==> config.mk <==
export PLATFORM = sky130hd
export DESIGN_NAME = fit_policy_partition_allocator
export DESIGN_NICKNAME = d
export VERILOG_FILES = /design/src/design/fpa_pkg.sv /design/src/design/fit_policy_partition_allocator.sv /design/src/design/fpa_ctrl.sv /design/src/design/fpa_datapath.sv
export SDC_FILE = /design/constraint.sdc
export NUM_CORES = 1
export LEC_CHECK = 0
export ABC_AREA = 1
export CAP_MARGIN = 0
export CORE_UTILIZATION = 40
export DETAILED_ROUTE_END_ITERATION = 8
export DONT_BUFFER_PORTS = 1
export PLACE_DENSITY = 0.51
export SYNTH_ARGS = -nofsm -noshare
export SYNTH_HDL_FRONTEND = slang
export SYNTH_SLANG_ARGS = --single-unit
export TNS_END_PERCENT = 30
==> constraint.sdc <==
create_clock -name clk -period 5.15 [get_ports clk]
set_input_delay 0.515 -clock clk [delete_from_list [all_inputs] [get_ports clk]]
set_output_delay 0.515 -clock clk [all_outputs]
set_load 0.005 [all_outputs]
==> src/design/fpa_pkg.sv <==
// Package for the fit-policy partition allocator.
// Holds command, status and mode codes, controller states and the control structs.
// No dependencies; every other design file imports it.
package fpa_pkg;

	localparam int CMD_W    = 2;
	localparam int SLOT_W   = 4;
	localparam int AMOUNT_W = 32;
	localparam int STATUS_W = 2;
	localparam int LOC_W    = 4;
	localparam int LEFT_W   = 32;
	localparam int S_DATA_W = 40;
	localparam int M_DATA_W = 40;
	localparam int MODE_W   = 2;
	localparam int PIU_W    = 5;

	localparam logic [CMD_W-1:0] CMD_LOAD    = 2'd0;
	localparam logic [CMD_W-1:0] CMD_ALLOC   = 2'd1;
	localparam logic [CMD_W-1:0] CMD_RESTORE = 2'd2;

	localparam logic [STATUS_W-1:0] STAT_PLACED = 2'd0;
	localparam logic [STATUS_W-1:0] STAT_NOFIT  = 2'd1;
	localparam logic [STATUS_W-1:0] STAT_DONE   = 2'd2;

	localparam logic [MODE_W-1:0] MODE_BEST  = 2'd0;
	localparam logic [MODE_W-1:0] MODE_FIRST = 2'd1;
	localparam logic [MODE_W-1:0] MODE_WORST = 2'd2;

	localparam logic REG_FIT_MODE = 1'b0;
	localparam logic REG_PIU      = 1'b1;

	typedef enum logic [1:0] {
		ST_IDLE,
		ST_SCAN,
		ST_TAIL,
		ST_REPLY
	} fpa_state_t;

	typedef struct packed {
		logic capture;
		logic issue;
		logic reply;
	} fpa_ctrl_t;

	typedef struct packed {
		logic rem_zero;
		logic rem_one;
		logic out_free;
	} fpa_stat_t;

endpackage

==> src/design/fit_policy_partition_allocator.sv <==
// Top level of the fit-policy partition allocator.
// Holds the register port and joins fpa_ctrl and fpa_datapath; depends on fpa_pkg.
//
// Usage: the slave stream carries commands. s_tuser holds the command (load,
// allocate, restore) and s_tdata holds the slot and the amount. Every input
// transaction produces exactly one output transaction on the master stream,
// whose tdata holds the status, the chosen location and the space left.
// fit_mode and partitions_in_use are written over the register port; the user
// must write them only while the block is idle, as the block does not enforce it.
// One command is worked on at a time. Each table memory has a single read port
// and is swept one entry per cycle: allocate reads the partitions searched,
// restore reads all MAX_PARTITIONS entries, and load and unused commands skip
// the sweep. A new command is taken on the cycle after the previous result is
// loaded into the output register.
// Reset clears both tables (per-entry valid bits), the registers and all
// control state; no clearing sweep is needed. When the receiver stalls, the
// result waits in the output register, the next command is still accepted and
// processed, and its reply waits until the output register is free.
module fit_policy_partition_allocator
	import fpa_pkg::*;
#(
	parameter int MAX_PARTITIONS = 16,
	parameter int SIZE_BITS      = 32
) (
	input  logic                clk,
	input  logic                arst_n,
	input  logic                s_tvalid,
	output logic                s_tready,
	input  logic [S_DATA_W-1:0] s_tdata,  // slot[3:0], amount[35:4], zero pad[39:36]
	input  logic [CMD_W-1:0]    s_tuser,  // command[1:0]
	output logic                m_tvalid,
	input  logic                m_tready,
	output logic [M_DATA_W-1:0] m_tdata,  // status[1:0], location[5:2], space_left[37:6]
	input  logic                psel,
	input  logic                penable,
	input  logic                pwrite,
	input  logic [2:0]          paddr,
	input  logic [31:0]         pwdata,
	output logic [31:0]         prdata,
	output logic                pready
);

	logic [MODE_W-1:0]   fit_mode_q;
	logic [PIU_W-1:0]    piu_q;
	logic                reg_sel;
	fpa_ctrl_t           ctrl;
	fpa_stat_t           stat;
	logic [STATUS_W-1:0] out_status;
	logic [LOC_W-1:0]    out_location;
	logic [LEFT_W-1:0]   out_space_left;

	assign pready  = 1'b1;
	assign reg_sel = paddr[2];

	always_ff @(posedge clk or negedge arst_n) begin
		if (!arst_n) begin
			fit_mode_q <= MODE_BEST;
			piu_q      <= PIU_W'(1);
		end else if (psel && penable && pwrite) begin
			case (reg_sel)
				REG_FIT_MODE: fit_mode_q <= pwdata[MODE_W-1:0];
				REG_PIU:      piu_q      <= pwdata[PIU_W-1:0];
				default:      fit_mode_q <= fit_mode_q;
			endcase
		end
	end

	always_comb begin
		case (reg_sel)
			REG_FIT_MODE: prdata = {{(32-MODE_W){1'b0}}, fit_mode_q};
			REG_PIU:      prdata = {{(32-PIU_W){1'b0}}, piu_q};
			default:      prdata = '0;
		endcase
	end

	fpa_ctrl u_ctrl (
		.clk      (clk),
		.arst_n   (arst_n),
		.in_valid (s_tvalid),
		.in_kind  (s_tuser),
		.in_ready (s_tready),
		.stat     (stat),
		.ctrl     (ctrl)
	);

	fpa_datapath #(
		.MAX_PARTITIONS (MAX_PARTITIONS),
		.SIZE_BITS      (SIZE_BITS)
	) u_datapath (
		.clk               (clk),
		.arst_n            (arst_n),
		.ctrl              (ctrl),
		.stat              (stat),
		.in_kind           (s_tuser),
		.in_slot           (s_tdata[SLOT_W-1:0]),
		.in_amount         (s_tdata[SLOT_W+AMOUNT_W-1:SLOT_W]),
		.fit_mode          (fit_mode_q),
		.partitions_in_use (piu_q),
		.out_valid         (m_tvalid),
		.out_ready         (m_tready),
		.out_status        (out_status),
		.out_location      (out_location),
		.out_space_left    (out_space_left)
	);

	assign m_tdata = {2'b00, out_space_left, out_location, out_status};

endmodule

==> src/design/fpa_ctrl.sv <==
// Controller state machine of the partition allocator.
// Sequences capture, table sweep and reply; depends on fpa_pkg.
module fpa_ctrl
	import fpa_pkg::*;
(
	input  logic             clk,
	input  logic             arst_n,
	input  logic             in_valid,
	input  logic [CMD_W-1:0] in_kind,
	output logic             in_ready,
	input  fpa_stat_t        stat,
	output fpa_ctrl_t        ctrl
);

	fpa_state_t state_q;
	fpa_state_t state_d;

	always_ff @(posedge clk or negedge arst_n) begin
		if (!arst_n) begin
			state_q <= ST_IDLE;
		end else begin
			state_q <= state_d;
		end
	end

	always_comb begin
		state_d      = state_q;
		ctrl         = '0;
		in_ready     = 1'b0;
		case (state_q)
			ST_IDLE: begin
				in_ready = 1'b1;
				if (in_valid) begin
					ctrl.capture = 1'b1;
					if (in_kind == CMD_ALLOC || in_kind == CMD_RESTORE) begin
						state_d = ST_SCAN;
					end else begin
						state_d = ST_REPLY;
					end
				end
			end
			ST_SCAN: begin
				ctrl.issue = !stat.rem_zero;
				if (stat.rem_zero || stat.rem_one) begin
					state_d = ST_TAIL;
				end
			end
			ST_TAIL: begin
				state_d = ST_REPLY;
			end
			ST_REPLY: begin
				if (stat.out_free) begin
					ctrl.reply = 1'b1;
					state_d    = ST_IDLE;
				end
			end
			default: begin
				state_d = ST_IDLE;
			end
		endcase
	end

endmodule

==> src/design/fpa_datapath.sv <==
// Datapath of the partition allocator: size and free-space memories, sweep counters,
// best-candidate tracking and the output register. Depends on fpa_pkg.
module fpa_datapath
	import fpa_pkg::*;
#(
	parameter int MAX_PARTITIONS = 16,
	parameter int SIZE_BITS      = 32
) (
	input  logic                clk,
	input  logic                arst_n,
	input  fpa_ctrl_t           ctrl,
	output fpa_stat_t           stat,
	input  logic [CMD_W-1:0]    in_kind,
	input  logic [SLOT_W-1:0]   in_slot,
	input  logic [AMOUNT_W-1:0] in_amount,
	input  logic [MODE_W-1:0]   fit_mode,
	input  logic [PIU_W-1:0]    partitions_in_use,
	output logic                out_valid,
	input  logic                out_ready,
	output logic [STATUS_W-1:0] out_status,
	output logic [LOC_W-1:0]    out_location,
	output logic [LEFT_W-1:0]   out_space_left
);

	localparam int IDX_W = (MAX_PARTITIONS > 1) ? $clog2(MAX_PARTITIONS) : 1;
	localparam int CNT_W = $clog2(MAX_PARTITIONS + 1);

	logic [SIZE_BITS-1:0] orig_mem [MAX_PARTITIONS];
	logic [SIZE_BITS-1:0] free_mem [MAX_PARTITIONS];
	logic [MAX_PARTITIONS-1:0] orig_vld_q;
	logic [MAX_PARTITIONS-1:0] free_vld_q;

	logic [CMD_W-1:0]     cmd_q;
	logic [SLOT_W-1:0]    slot_q;
	logic [SIZE_BITS-1:0] req_q;
	logic [IDX_W-1:0]     idx_q;
	logic [CNT_W-1:0]     rem_q;
	logic                 found_q;
	logic [IDX_W-1:0]     best_q;
	logic [SIZE_BITS-1:0] best_f_q;

	logic                 vld_s1;
	logic [IDX_W-1:0]     idx_s1;
	logic                 fv_s1;
	logic                 ov_s1;
	logic [SIZE_BITS-1:0] rd_free_s1;
	logic [SIZE_BITS-1:0] rd_orig_s1;

	logic                 out_vld_q;
	logic [STATUS_W-1:0]  status_q;
	logic [LOC_W-1:0]     location_q;
	logic [LEFT_W-1:0]    left_q;

	logic [CNT_W-1:0]     search_cnt;
	logic [SIZE_BITS-1:0] cand_f;
	logic                 better;
	logic                 slot_ok;
	logic [IDX_W-1:0]     slot_idx;
	logic [SIZE_BITS-1:0] remain;
	logic                 fw_en;
	logic                 ow_en;
	logic [IDX_W-1:0]     fw_addr;
	logic [SIZE_BITS-1:0] fw_data;

	assign search_cnt = (int'(partitions_in_use) > MAX_PARTITIONS) ?
		CNT_W'(MAX_PARTITIONS) : CNT_W'(partitions_in_use);
	assign slot_ok  = int'(slot_q) < MAX_PARTITIONS;
	assign slot_idx = IDX_W'(slot_q);
	assign remain   = best_f_q - req_q;

	assign cand_f = fv_s1 ? rd_free_s1 : '0;
	always_comb begin
		better = 1'b0;
		if (cand_f >= req_q) begin
			if (!found_q) begin
				better = 1'b1;
			end else begin
				case (fit_mode)
					MODE_FIRST: better = 1'b0;
					MODE_WORST: better = cand_f > best_f_q;
					default:    better = cand_f < best_f_q;
				endcase
			end
		end
	end

	assign stat.rem_zero = rem_q == '0;
	assign stat.rem_one  = rem_q == CNT_W'(1);
	assign stat.out_free = !out_vld_q || out_ready;

	always_ff @(posedge clk or negedge arst_n) begin
		if (!arst_n) begin
			idx_q   <= '0;
			rem_q   <= '0;
			found_q <= 1'b0;
			vld_s1  <= 1'b0;
		end else begin
			vld_s1 <= ctrl.issue;
			if (ctrl.capture) begin
				idx_q   <= '0;
				rem_q   <= (in_kind == CMD_RESTORE) ? CNT_W'(MAX_PARTITIONS) : search_cnt;
				found_q <= 1'b0;
			end else begin
				if (ctrl.issue) begin
					idx_q <= idx_q + 1'b1;
					rem_q <= rem_q - 1'b1;
				end
				if (vld_s1 && cmd_q == CMD_ALLOC && better) begin
					found_q <= 1'b1;
				end
			end
		end
	end

	always_ff @(posedge clk) begin
		if (ctrl.capture) begin
			cmd_q  <= in_kind;
			slot_q <= in_slot;
			req_q  <= SIZE_BITS'(in_amount);
		end
		idx_s1     <= idx_q;
		fv_s1      <= free_vld_q[idx_q];
		ov_s1      <= orig_vld_q[idx_q];
		rd_free_s1 <= free_mem[idx_q];
		rd_orig_s1 <= orig_mem[idx_q];
		if (vld_s1 && cmd_q == CMD_ALLOC && better) begin
			best_q   <= idx_s1;
			best_f_q <= cand_f;
		end
	end

	always_comb begin
		fw_en   = 1'b0;
		ow_en   = 1'b0;
		fw_addr = idx_s1;
		fw_data = ov_s1 ? rd_orig_s1 : '0;
		if (vld_s1 && cmd_q == CMD_RESTORE) begin
			fw_en = 1'b1;
		end else if (ctrl.reply && cmd_q == CMD_ALLOC && found_q) begin
			fw_en   = 1'b1;
			fw_addr = best_q;
			fw_data = remain;
		end else if (ctrl.reply && cmd_q == CMD_LOAD && slot_ok) begin
			fw_en   = 1'b1;
			ow_en   = 1'b1;
			fw_addr = slot_idx;
			fw_data = req_q;
		end
	end

	always_ff @(posedge clk) begin
		if (fw_en) begin
			free_mem[fw_addr] <= fw_data;
		end
		if (ow_en) begin
			orig_mem[fw_addr] <= fw_data;
		end
	end

	always_ff @(posedge clk or negedge arst_n) begin
		if (!arst_n) begin
			free_vld_q <= '0;
			orig_vld_q <= '0;
		end else begin
			if (fw_en) begin
				free_vld_q[fw_addr] <= 1'b1;
			end
			if (ow_en) begin
				orig_vld_q[fw_addr] <= 1'b1;
			end
		end
	end

	always_ff @(posedge clk or negedge arst_n) begin
		if (!arst_n) begin
			out_vld_q <= 1'b0;
		end else if (ctrl.reply) begin
			out_vld_q <= 1'b1;
		end else if (out_ready) begin
			out_vld_q <= 1'b0;
		end
	end

	always_ff @(posedge clk) begin
		if (ctrl.reply) begin
			status_q   <= STAT_DONE;
			location_q <= '0;
			left_q     <= '0;
			if (cmd_q == CMD_ALLOC) begin
				if (found_q) begin
					status_q   <= STAT_PLACED;
					location_q <= LOC_W'(best_q);
					left_q     <= LEFT_W'(remain);
				end else begin
					status_q <= STAT_NOFIT;
				end
			end
		end
	end

	assign out_valid      = out_vld_q;
	assign out_status     = status_q;
	assign out_location   = location_q;
	assign out_space_left = left_q;

endmodule

==> impl_metrics.csv <==
group,metric,value,unit
finish,syn2layout_area_growth,14.8,%
sta,hold_viol,0,
synthesis,netlist-cell-type-count,53,
finish,final_core_util,46.3,%
clock_network,htree_levels,4,
sta,finClkSkew,0.0278,ns
setup_path,start_kind,"flip-flop",
finish,layout_common_cells,"edfxtp_1, nor2_1, o21ai_0",
drt,dr.pass1.iters,5,
floorplan,die_h,361,µm
global_route,grt_pass1_wl,217,mm
setup_path,setup.worst_path.class,"flip-flop to flip-flop",
finish,layout_commonest_cell,"edfxtp_1",
drt,postRouteAntennaNets,0,
sta,period_minus_slack,4.18,ns
floorplan,die-area,0.130,mm²
clock_network,cts-root-buf,"clkbuf_16",
global_route,antenna_found_initial,4,
flow_run,drv_cap,0,
worst_hold_path,whs_path_depth,3,
global_route,first_global_vias,31680,
worst_hold_path,whs_endpoint,"u_ctrl.state_q[1]$_DFFE_PN0P_",
setup_path,crit_path_end_kind,"flip-flop",
drt,routed_via_density,5.59,
sta,setup_tns,0,ns
sta,slew_violations,0,
drt,wl,150,mm
setup_path,worst_ep_required_time,5.61,ns
clock_network,tritoncts,"done",
drt,vias,33016,
global_route,grt_usage,22.7,%
setup_path,reg2regPathDepth,10,
power,peakVddDrop,0.388,mV
setup_path,worstPathMaxFanout,37,
setup_path,r2r_start,"u_datapath.cmd_q[1]$_DFFE_PP_",
power,leakage,20.5,nW
placement,dp_hpwl,87.4,mm
setup_path,r2r-end,"u_datapath.free_mem[8][24]$_DFFE_PP_",
floorplan,start_util,40.3,%
synthesis,ys_warn_count,0,
setup_path,setup.worst_path.start,"u_datapath.cmd_q[1]$_DFFE_PP_",
outcome,status,"complete, no violations",
drt,wl_per_cell,25.4,µm
clock_network,cts_buffers,135,
placement,io_buffers,0,
sta,max_freq,240,MHz
power,power.density,568,mW/mm²
sta,worst_slew_pin_slew,1.35,ns
setup_path,crit_chain,"nor2_4 > nand2_4 > nor2_8 > inv_2 > o211ai_2 > inv_1 > nor2_1 > nand2_1 > nor2_4 > buf_4",
synthesis,ys_seq_elements,1259,
drt,drtIter0Drc,3310,
sta,min_period_over_period,81.1,%
global_route,grt_max_degree,183,
floorplan,io_pins,159,
floorplan,die_w,361,µm
clock_network,clk_path_buf_depth,3,
clock_network,clk_pin_slew_worst_paths,0.06,ns
sta,rsz0062_at_grt,"false",
setup_path,arrival,4.63,ns
sta,holdWs,0.0781,ns
floorplan,rows,131,
placement,routabilityCongestion,0.898,
setup_path,cp_slowest_stage_delay,0.83,ns
synthesis,netlist_area,0.0515,mm²
clock_network,clk_latency,0.76,ns
floorplan,core-area,0.128,mm²
synthesis,syn_avg_cell_area,12.6,µm²
sta,slew_headroom,10.1,%
worst_hold_path,hold_path_class,"primary input to flip-flop",
synthesis,syn_inst,4084,
global_route,grt_overflow,0,
setup_path,cpMostUsedCell,"nor2_4",
finish,drive_above_1_share,9.11,%
sta,setup_viol,0,
finish,nets,4311,
drt,route.detailed.drc,0,
power,p_total,33.6,mW
worst_hold_path,hp-start,"s_tvalid",
clock_network,cts.sinks,1259,
synthesis,synth-seq-area-share,71.6,%
setup_path,regToRegSetupSlack,0.97,ns
setup_path,cp_slowest_cell,"nor2_4",
synthesized netlist by cell type, drive strengths merged:
cell type | number | area (µm²)
o211ai | 78 | 601
xor2 | 11 | 96.3
nand3 | 111 | 556
dfrtp | 52 | 1300
a22oi | 1 | 7.51
o21a | 7 | 52.6
dfstp | 1 | 26.3
clkbuf | 209 | 785
ha | 103 | 1290
a21o | 5 | 37.5
nand2 | 312 | 1180
nor2 | 644 | 2460
fa | 1 | 20.0
or2 | 16 | 100
nor2b | 1 | 6.26
dfxtp | 70 | 1400
buf | 63 | 380
o21bai | 2 | 15.0
o21ai | 604 | 3020
o221ai | 198 | 1730
a32o | 1 | 10.0
nand4 | 8 | 50.1
a32oi | 18 | 158
mux2 | 2 | 22.5
nor3 | 15 | 86.3
inv | 220 | 826
nor4 | 4 | 25.0
a31oi | 5 | 37.5
o22ai | 71 | 444
o311ai | 1 | 8.76
clkinv | 3 | 11.3
edfxtp | 1136 | 34100
a21oi | 88 | 440
conb | 2 | 7.51
and3 | 1 | 6.26
xnor2 | 9 | 78.8
and2 | 1 | 6.26
a21boi | 3 | 22.5
o2111ai | 1 | 8.76
nand3b | 6 | 45.0
power breakdown:
group | internal [mW] | switching (mW) | leakage (nW) | total, mW
Combinational | 2.40 | 7.11 | 6.72 | 9.51
Clock | 5.71 | 4.04 | 2.18 | 9.74
Sequential | 13.6 | 0.748 | 11.6 | 14.3
routing by layer:
metal	wire, µm	up-vias	global-route usage [%]
li1	-	15087	-
met1	68600	16746	32.8
met2	69600	964	35.9
met3	7830	217	3.04
met4	3520	2	6.56
met5	13	-	0
cells by family after synthesis:
group | synth area share (%)
other | 0.0146
AO/OA/AOI/OAI | 12.8
adder cells (fa/ha/maj) | 2.54
XOR/XNOR | 0.340
AND/OR/NAND/NOR | 8.79
buffers and inverters | 3.89
multiplexers | 0.0437
flip-flops | 71.6
state kept, by name (all words and copies together), names as in the netlist, 5 cells and up:
signal and cells:
u_datapath.orig_vld_q 16, u_datapath.req_q 32, u_datapath.free_mem 512, u_datapath.best_f_q 32
u_datapath.rd_free_s1 32, u_datapath.rd_orig_s1 32, u_datapath.free_vld_q 16, u_datapath.orig_mem 512
u_datapath.out_space_left 32, u_datapath.rem_q 5, piu_q 5
critical path: cells and delay by family (launching register included):
family,cells,cell delay (ns)
and+or+nand+nor,6,2.13
buffers and inverters,3,0.71
DFF,1,0.51
AOI/OAI and AO/OA,1,0.49
cell type report:
type	instances	area, µm²
multi-input cells	2358	13200
fillers	11306	68600
diodes	1	2.50
repair buffers	146	1650
inverters	223	861
well taps	1662	2080
clock inverters	49	602
clock buffers	203	3880
flip-flops and latches	1259	36900
worst max path at each step:
stage | slack [ns] | depth (start not counted) | end
2_1_floorplan | 1.40 | 12 | u_datapath.free_mem[0][30]$_DFFE_PP_
3_3_place_gp | 0.98 | 10 | u_datapath.free_mem[8][24]$_DFFE_PP_
3_5_place_dp | 0.97 | 10 | u_datapath.free_mem[12][24]$_DFFE_PP_
4_1_cts | 0.96 | 10 | u_datapath.free_mem[12][24]$_DFFE_PP_
5_1_grt | 0.79 | 10 | u_datapath.free_mem[12][24]$_DFFE_PP_
6_report | 0.97 | 10 | u_datapath.free_mem[8][24]$_DFFE_PP_
repair_timing:
action	CTS	global route
gates resized for setup	0	0
setup buffers	0	0
hold endpoints to repair	99	0
hold buffers	48	0
endpoints found under the setup margin	0	0
through the flow:
| step | cell area [µm²] | cells | setup slack (ns) |
|---|---|---|---|
| after detailed placement | 54100 | 5600 | 0.972 |
| after CTS | 59100 | 5900 | 0.960 |
| after floorplan | 51600 | 4112 | 1.40 |
| final | 59100 | 5901 | 0.975 |
| after global routing | 59100 | 5900 | 0.790 |
| after global placement | 54100 | 5600 | 0.985 |
(Power assumes the default switching activity.)
